File: config.mk
export PLATFORM = sky130hd
export DESIGN_NAME = xfau_front
export DESIGN_NICKNAME = d
export VERILOG_FILES = /design/src/rtl/xfau_pkg.sv /design/src/rtl/xfau_front.sv
export SDC_FILE = /design/constraint.sdc
export NUM_CORES = 1
export LEC_CHECK = 0
export BUFFER_PORTS_ARGS = -buffer_cell sky130_fd_sc_hd__clkbuf_2
export CAP_MARGIN = 20
export CORE_AREA = 2 2 183 185
export DETAILED_ROUTE_END_ITERATION = 6
export DIE_AREA = 0 0 185 187
export MAX_ROUTING_LAYER = met4
export REMOVE_ABC_BUFFERS = 1
export SLEW_MARGIN = 20
export SYNTH_ARGS = -nofsm -noshare
export SYNTH_HDL_FRONTEND = slang
export SYNTH_SLANG_ARGS = --single-unit
export TNS_END_PERCENT = 100
File: constraint.sdc
create_clock -name clk -period 11.15 [get_ports clk]
set_clock_uncertainty 0.1 [all_clocks]
set_input_delay 0.5575 -clock clk [delete_from_list [all_inputs] [get_ports clk]]
set_output_delay 0.5575 -clock clk [all_outputs]
set_load 0.005 [all_outputs]
File: src/rtl/xfau_pkg.sv
// Package for the extended float arithmetic unit: item types, codes and helpers.
// Used by every module of the block; depends on nothing.
package xfau_pkg;

  localparam int unsigned SigW = 64;
  localparam int unsigned ExpW = 15;
  localparam int unsigned QueueDepth = 2;
  localparam logic [ExpW-1:0] ExpMax = 15'h7FFF;
  localparam logic [ExpW-1:0] ExpBias = 15'd16383;
  localparam logic [SigW-1:0] SigTop = 64'h8000_0000_0000_0000;
  localparam logic [SigW-1:0] SigNan = 64'h8000_0000_0000_0001;

  typedef enum logic [2:0] {
    OP_ADD = 3'd0, OP_SUB = 3'd1, OP_MUL = 3'd2, OP_DIV = 3'd3,
    OP_EQ = 3'd4, OP_GT = 3'd5, OP_LT = 3'd6, OP_NONE = 3'd7
  } op_t;

  typedef enum logic [2:0] {
    ERR_OK = 3'd0, ERR_INF_INF = 3'd1, ERR_ZERO_ZERO = 3'd2,
    ERR_DIV_ZERO = 3'd3, ERR_OVERFLOW = 3'd4
  } err_t;

  typedef enum logic [2:0] {
    ST_IDLE, ST_MUL, ST_DIV, ST_NORM, ST_DONE
  } state_t;

  typedef struct packed {
    logic [2:0]      req_type;
    logic            a_sign;
    logic [ExpW-1:0] a_exponent;
    logic [SigW-1:0] a_significand;
    logic            b_sign;
    logic [ExpW-1:0] b_exponent;
    logic [SigW-1:0] b_significand;
  } in_item_t;

  typedef struct packed {
    logic            res_sign;
    logic [ExpW-1:0] res_exponent;
    logic [SigW-1:0] res_significand;
    logic            compare_true;
    logic [2:0]      error_code;
  } out_item_t;

  // Classified item handed from front to back.
  typedef struct packed {
    op_t             op;
    logic            a_sign;
    logic [ExpW-1:0] a_exp;
    logic [SigW-1:0] a_sig;
    logic            b_sign;
    logic [ExpW-1:0] b_exp;
    logic [SigW-1:0] b_sig;
    logic            a_zero;
    logic            b_zero;
    logic            a_nan;
    logic            b_nan;
    logic            a_inf;
    logic            b_inf;
  } task_t;

  function automatic logic is_nan(input logic [ExpW-1:0] e, input logic [SigW-1:0] m);
    is_nan = (e == ExpMax) && (m[63] && (m[62] || (m[61:0] != '0)));
  endfunction

  function automatic logic is_inf(input logic [ExpW-1:0] e, input logic [SigW-1:0] m);
    is_inf = (e == ExpMax) && (m[63:62] == 2'b10) && (m[61:0] == '0);
  endfunction

endpackage

File: src/rtl/xfau_front.sv
// Front end: accepts input beats, classifies operands and fills the task queue.
// Depends on xfau_pkg.
module xfau_front (
  input  logic              clk,
  input  logic              rst_n,
  input  logic              in_valid,
  output logic              in_stall,
  input  xfau_pkg::in_item_t in_data,
  output logic              tq_valid,
  input  logic              tq_take,
  output xfau_pkg::task_t   tq_data
);
  import xfau_pkg::*;

  localparam int unsigned PtrW = $clog2(QueueDepth);

  task_t           mem_r [QueueDepth];
  logic [PtrW-1:0] wp_r, rp_r;
  logic [PtrW:0]   cnt_r;
  task_t           cls;
  logic            push, pop;

  always_comb begin
    cls.op     = op_t'(in_data.req_type);
    cls.a_sign = in_data.a_sign;
    cls.a_exp  = in_data.a_exponent;
    cls.a_sig  = in_data.a_significand;
    cls.b_sign = in_data.b_sign;
    cls.b_exp  = in_data.b_exponent;
    cls.b_sig  = in_data.b_significand;
    cls.a_zero = (in_data.a_exponent == '0) && (in_data.a_significand == '0);
    cls.b_zero = (in_data.b_exponent == '0) && (in_data.b_significand == '0);
    cls.a_nan  = is_nan(in_data.a_exponent, in_data.a_significand);
    cls.b_nan  = is_nan(in_data.b_exponent, in_data.b_significand);
    cls.a_inf  = is_inf(in_data.a_exponent, in_data.a_significand);
    cls.b_inf  = is_inf(in_data.b_exponent, in_data.b_significand);
  end

  assign in_stall = (cnt_r == (PtrW+1)'(QueueDepth));
  assign push     = in_valid && !in_stall;
  assign tq_valid = (cnt_r != '0);
  assign pop      = tq_valid && tq_take;
  assign tq_data  = mem_r[rp_r];

  always_ff @(posedge clk) begin
    if (push) begin
      mem_r[wp_r] <= cls;
    end
  end

  always_ff @(posedge clk) begin
    if (!rst_n) begin
      wp_r  <= '0;
      rp_r  <= '0;
      cnt_r <= '0;
    end else begin
      if (push) wp_r <= wp_r + 1'b1;
      if (pop) rp_r <= rp_r + 1'b1;
      cnt_r <= cnt_r + (PtrW+1)'(push) - (PtrW+1)'(pop);
    end
  end

  assert property (@(posedge clk) disable iff (!rst_n)
    cnt_r <= (PtrW+1)'(QueueDepth)) else $error("queue count overflow");
  assert property (@(posedge clk) disable iff (!rst_n)
    (cnt_r == '0) |-> !pop) else $error("pop from empty queue");
  assert property (@(posedge clk) disable iff (!rst_n)
    (push && !pop) |=> (cnt_r == $past(cnt_r) + 1'b1)) else $error("count lost a push");

endmodule

After elaboration in Yosys (flattened, before gate mapping)
Memory sizes are Yosys's and may differ from the RTL's. A register that Yosys moved wholly into a read port is not among the register bits.
Cells that the tools add are included.
{"block": "op_classes", "add_sub_neg": 4, "n_eq_ne": 5, "n_mux": 4, "n_reduce_logical": 24}
{"cell": "$logic_not A64 Y1", "count": 2}
{"cell": "$logic_not A62 Y1", "count": 2}
{"cell": "$reduce_bool A62 Y1", "count": 2}
{"cell": "$eq A15 B15 Y1 const B", "count": 2}
{"cell": "$logic_not A15 Y1", "count": 2}
{"cell": "$logic_and A1 B1 Y1", "count": 12}
{"cell": "$eq A2 B2 Y1 const B", "count": 3}
{"cell": "$mux W1", "count": 4}
{"cell": "$add A1 B1 Y1 const B", "count": 2}
{"cell": "$add A2 B1 Y2", "count": 1}
{"cell": "$logic_or A1 B1 Y1", "count": 2}
{"cell": "$reduce_bool A2 Y1", "count": 1}
{"cell": "$sub A2 B1 Y2", "count": 1}
{"cell": "$logic_not A1 Y1", "count": 1}
{"block": "word_totals", "regBits": 4, "ram_bits": 338, "in_bits": 167, "out_inout_bits": 171, "word_cells": 41, "n_memories": 1}
{"memory": "mem_r", "words": 2, "width": 169, "rd": 1, "rd_clocked_by_memory_dff": 1, "write_ports": 1, "line_no": "xfau_front.sv:17", "source": "task_t mem_r [QueueDepth];"}

Depth between registers and ports, before layout
{"block": "depth", "word_depth": 5, "depth_mapped": 8, "ltp_nobuf": 8}

Worst setup path after synthesis
OpenSTA, ideal clock, no wires.
{"block": "synth_path", "path_kind": "in2reg", "startpoint": "input port in_valid", "endpoint": "memory mem_r[0][0] (netlist bit), enable pin", "setup_time_ps": 700, "arrival_time_ps": 7663, "path_slack_ps": 2687, "stages": 2, "path_cell_list": "nand2_1 > nor2_1"}
{"block": "synth_via", "elab_chain_len": 3}
{"element": "from (decl)", "line_no": "xfau_front.sv:6", "source": "input logic in_valid,"}
{"element": "$logic_and A1 B1 Y1", "line_no": "xfau_front.sv:40", "source": "assign push = in_valid && !in_stall;"}
{"element": "$mux W1", "line_no": "xfau_front.sv:46", "source": "if (push) begin"}
{"element": "$mux W1 (not written as such)", "line_no": "xfau_front.sv:47", "source": "mem_r[wp_r] <= cls;"}
{"element": "to (decl)", "line_no": "xfau_front.sv:17"}
Every way passes these cells.

==> run_results.csv <==
group,metric,value,unit
yosys,number_of_enable_type_register_cells_in_the_synthesized_netlist,338,
yosys,synth_top_cell_area_share,0.7908,
sta,fin_ws,6.974,ns
cells_and_area,layout_common_cells,"edfxtp_1, clkbuf_2, mux2_2",
pwr,ir_worst_vdd,0.1405,mV
setup_path,rr_startpoint,"cnt_r[0]$_SDFF_PN0_",
yosys,synth-warning-count,0,
floorplan,start_util,0.3906,
cells_and_area,final_cell_area,16320,sq um
placement,placed_cell_area,15050,sq um
detailed_routing,drt_first_pass_iters,4,
yosys,synth-compound-area-share,0,
pwr,power.share.switching,0.2514,
sta,final-setup-viol-count,0,
grt,wire_length_of_the_first_global_routing_pass,41.79,mm
pwr,power_density,225.9,nW/um^2
min_path,hold_start,"in_data[162]",
yosys,syn-mean-instance-area,20.77,sq um
cells_and_area,syn2layout_area_growth,27.18,%
pwr,seqPwrFrac,0.458,
cells_and_area,most_frequent_standard_cell_in_the_layout_excluding_fill_and_tap_cells,"edfxtp_1",
clock_network,clockRootBuffer,"clkbuf_16",
yosys,synth_top_family_by_area,"multiplexers",
setup_path,endpoint_of_the_most_critical_register_to_register_path,"mem_r[0][129]$_DFFE_PP_",
pwr,power.static_leakage,0.005994,uW
pwr,internal_power,2760,uW
placement,place.detailed.hpwl,19.22,mm
grt,grt_usage,0.1634,
cells_and_area,final_layout_size_suffix_gt1_frac,0.5727,
floorplan,placeableCoreArea,32860,sq um
detailed_routing,antenna_left,0,
placement,dpl_worst_slack,7.459,ns
sta,setup_repair_after_global_routing_missed_its_margin,"no",
yosys,netlist-cell-type-count,21,
yosys,syn-instance-count,618,
pwr,combinationalPowerShare,0.204,
min_path,min_path_type,"input port to flip-flop",
grt,number_of_antenna_violations_at_the_first_check_in_global_routing,0,
yosys,synthSimpleGateAreaFrac,0.04046,
floorplan,die_x,185,um
clock_network,clock_sinks,343,
floorplan,core.rowCount,67,
pwr,total_switching_power,926.7,uW
cells_and_area,final_cell_utilization_of_the_core,0.4967,
setup_path,cp-end-kind,"primary output",
sta,final-hold-violation-count,0,
cells_and_area,finish.net_count,1150,
clock_network,post_cts.repair.setup_buffers,0,
cells_and_area,nFillCells,2841,
detailed_routing,vias,7111,
setup_path,critPathKind,"flip-flop to primary output",
clock_network,cts-buffers-inserted,38,
yosys,synth-async-reset-ratio,0,
yosys,synth_sequential_area_ratio,0.7986,
detailed_routing,avgViaCountPerCell,4.874,
setup_path,crit_fanout,76,
clock_network,htreeDepth,2,
yosys,ys_seq_elements,343,
sta,min_period_over_period,0.3745,
yosys,syn_area,12830,sq um
setup_path,cp-start-kind,"flip-flop",
run,maxCapViolCount,0,
detailed_routing,drt_first_iter_violations,330,
min_path,worst_hold_path.endpoint,"mem_r[1][168]$_DFFE_PP_",
detailed_routing,avgRoutedWirePerCell,19.45,um
clock_network,cts_hold_repair.buffers,0,
sta,worst_hold_slack_across_all_endpoints,0.1432,ns
detailed_routing,wl,28.38,mm
yosys,synth_fa_ha_area_frac,0.001950,
clock_network,worst_skew_pair.late_latency,0.51,ns
min_path,hold-path-cell-count,1,
setup_path,worst-r2r-setup-slack,8.61,ns
yosys,yosys.area.top_type,"edfxtp_1",
yosys,synth.mux.area_fraction,0.1483,
floorplan,die_area,34600,sq um
sta,slew_headroom,0.3287,
sta,min_period,4.176,ns
sta,slew_viol_final,0,
setup_path,critical_path_required,10.49,ns
clock_network,worst_setup_hold_path_clk_slew,0.06,ns
pwr,share_clk_of_total_power,0.337,
clock_network,cts-root-to-sink-buffers,3,
grt,pin_count_of_the_biggest_net_entering_global_routing,150,
grt,via_count_of_the_first_global_routing_pass,7451,
clock_network,cts_tree,"built",
setup_path,critical_path_arrival,3.52,ns
grt,grt-ovfl-total,0,
sta,tns,0,ns
clock_network,post_cts_resized,0,
sta,max_slew.worst_pin.slew,1.007,ns
sta,clock.fmax,0.2395,GHz
detailed_routing,route.detailed.drc,0,
floorplan,pin_count,338,
yosys,most_common_flop_cell_mapped_by_yosys,"edfxtp_1",
yosys,synth.top_cells.by_area,"edfxtp_1, mux2_2, nor4_1",
status,outcome,"finished clean",
placement,numPortBuffers,337,
setup_path,worst-r2r-cell-count,4,
floorplan,die_height,187,um
cells_and_area,number_of_antenna_repair_diodes,0,
placement,globalplace.congestion,0.7879,
yosys,post_synth_xor_area_fraction,0.002730,
## sequential cells by signal (all words and copies together), names as in the netlist, named ones only
signal,flops
wp_r,1
rp_r,1
mem_r,338
cnt_r,2
## worst max-delay path: stages (launching register included)
cell and delay (ns):
dfxtp_4 0.56, buf_4 0.78, buf_4 0.87, mux2_2 0.46, clkbuf_2 0.12
## power groups by stage
| stage | registers (uW) | logic (uW) | clock network (uW) |
|---|---|---|---|
| 2_1_floorplan | 1790 | 411 | 0 |
| 3_3_place_gp | 1710 | 769 | 0 |
| 3_5_place_dp | 1720 | 771 | 0 |
| 4_1_cts | 1690 | 775 | 1280 |
| 5_1_grt | 1710 | 823 | 1330 |
| 6_report | 1690 | 753 | 1240 |
## metrics by stage
step | cells | total power (uW)
6_report | 1459 | 3687
5_1_grt | 1459 | 3854
4_1_cts | 1459 | 3744
3_5_place_dp | 1389 | 2490
3_3_place_gp | 1389 | 2481
2_1_floorplan | 599 | 2200
## how the worst max path moves through the flow
stage	endpoint	slack, ns	cells after the start
final	tq_data[86]	6.97	4
after global routing	tq_data[86]	6.73	4
after CTS	tq_data[97]	6.89	4
after detailed placement	tq_data[86]	7.46	4
after global placement	tq_data[96]	7.47	4
after floorplan	mem_r[0][0]$_DFFE_PP_	2.69	2
## cells by family (layout without fill, tap and decap cells)
logic type | Yosys count | in the layout
adder cells (fa/ha/maj) | 2 | 2
XOR/XNOR | 4 | 4
AND/OR/NAND/NOR | 79 | 79
buffers and inverters | 21 | 414
flip-flops | 343 | 343
multiplexers | 169 | 169
## synthesized netlist by cell type (all sizes together) (2+ instances only)
cell	number
mux2	169
ha	2
or4	4
nor4	38
and4	2
nor2b	4
nor3	2
edfxtp	338
nand4	16
and2	6
xnor2	4
dfxtp	5
inv	2
buf	19
nor2	3
## cell type report
cell class | instances | area, sq um | share of cell area
clock inverter | 19 | 176.4 | 0.01081
multi-input combinational | 254 | 2495 | 0.1528
clock buffer | 51 | 1094 | 0.06699
inverter | 2 | 7.507 | 0.0004599
sequential | 343 | 10250 | 0.6282
tap | 448 | 560.5 | 0.03434
timing repair buffer | 342 | 1737 | 0.1064
## per-layer routing
| metal | track usage | part of all wire |
|---|---|---|
| met2 | 0.2619 | 0.49 |
| met5 | - | 0 |
| met3 | 0.04614 | 0.072 |
| met1 | 0.1984 | 0.41 |
| met4 | 0.05739 | 0.024 |
(Power assumes the default switching activity.)
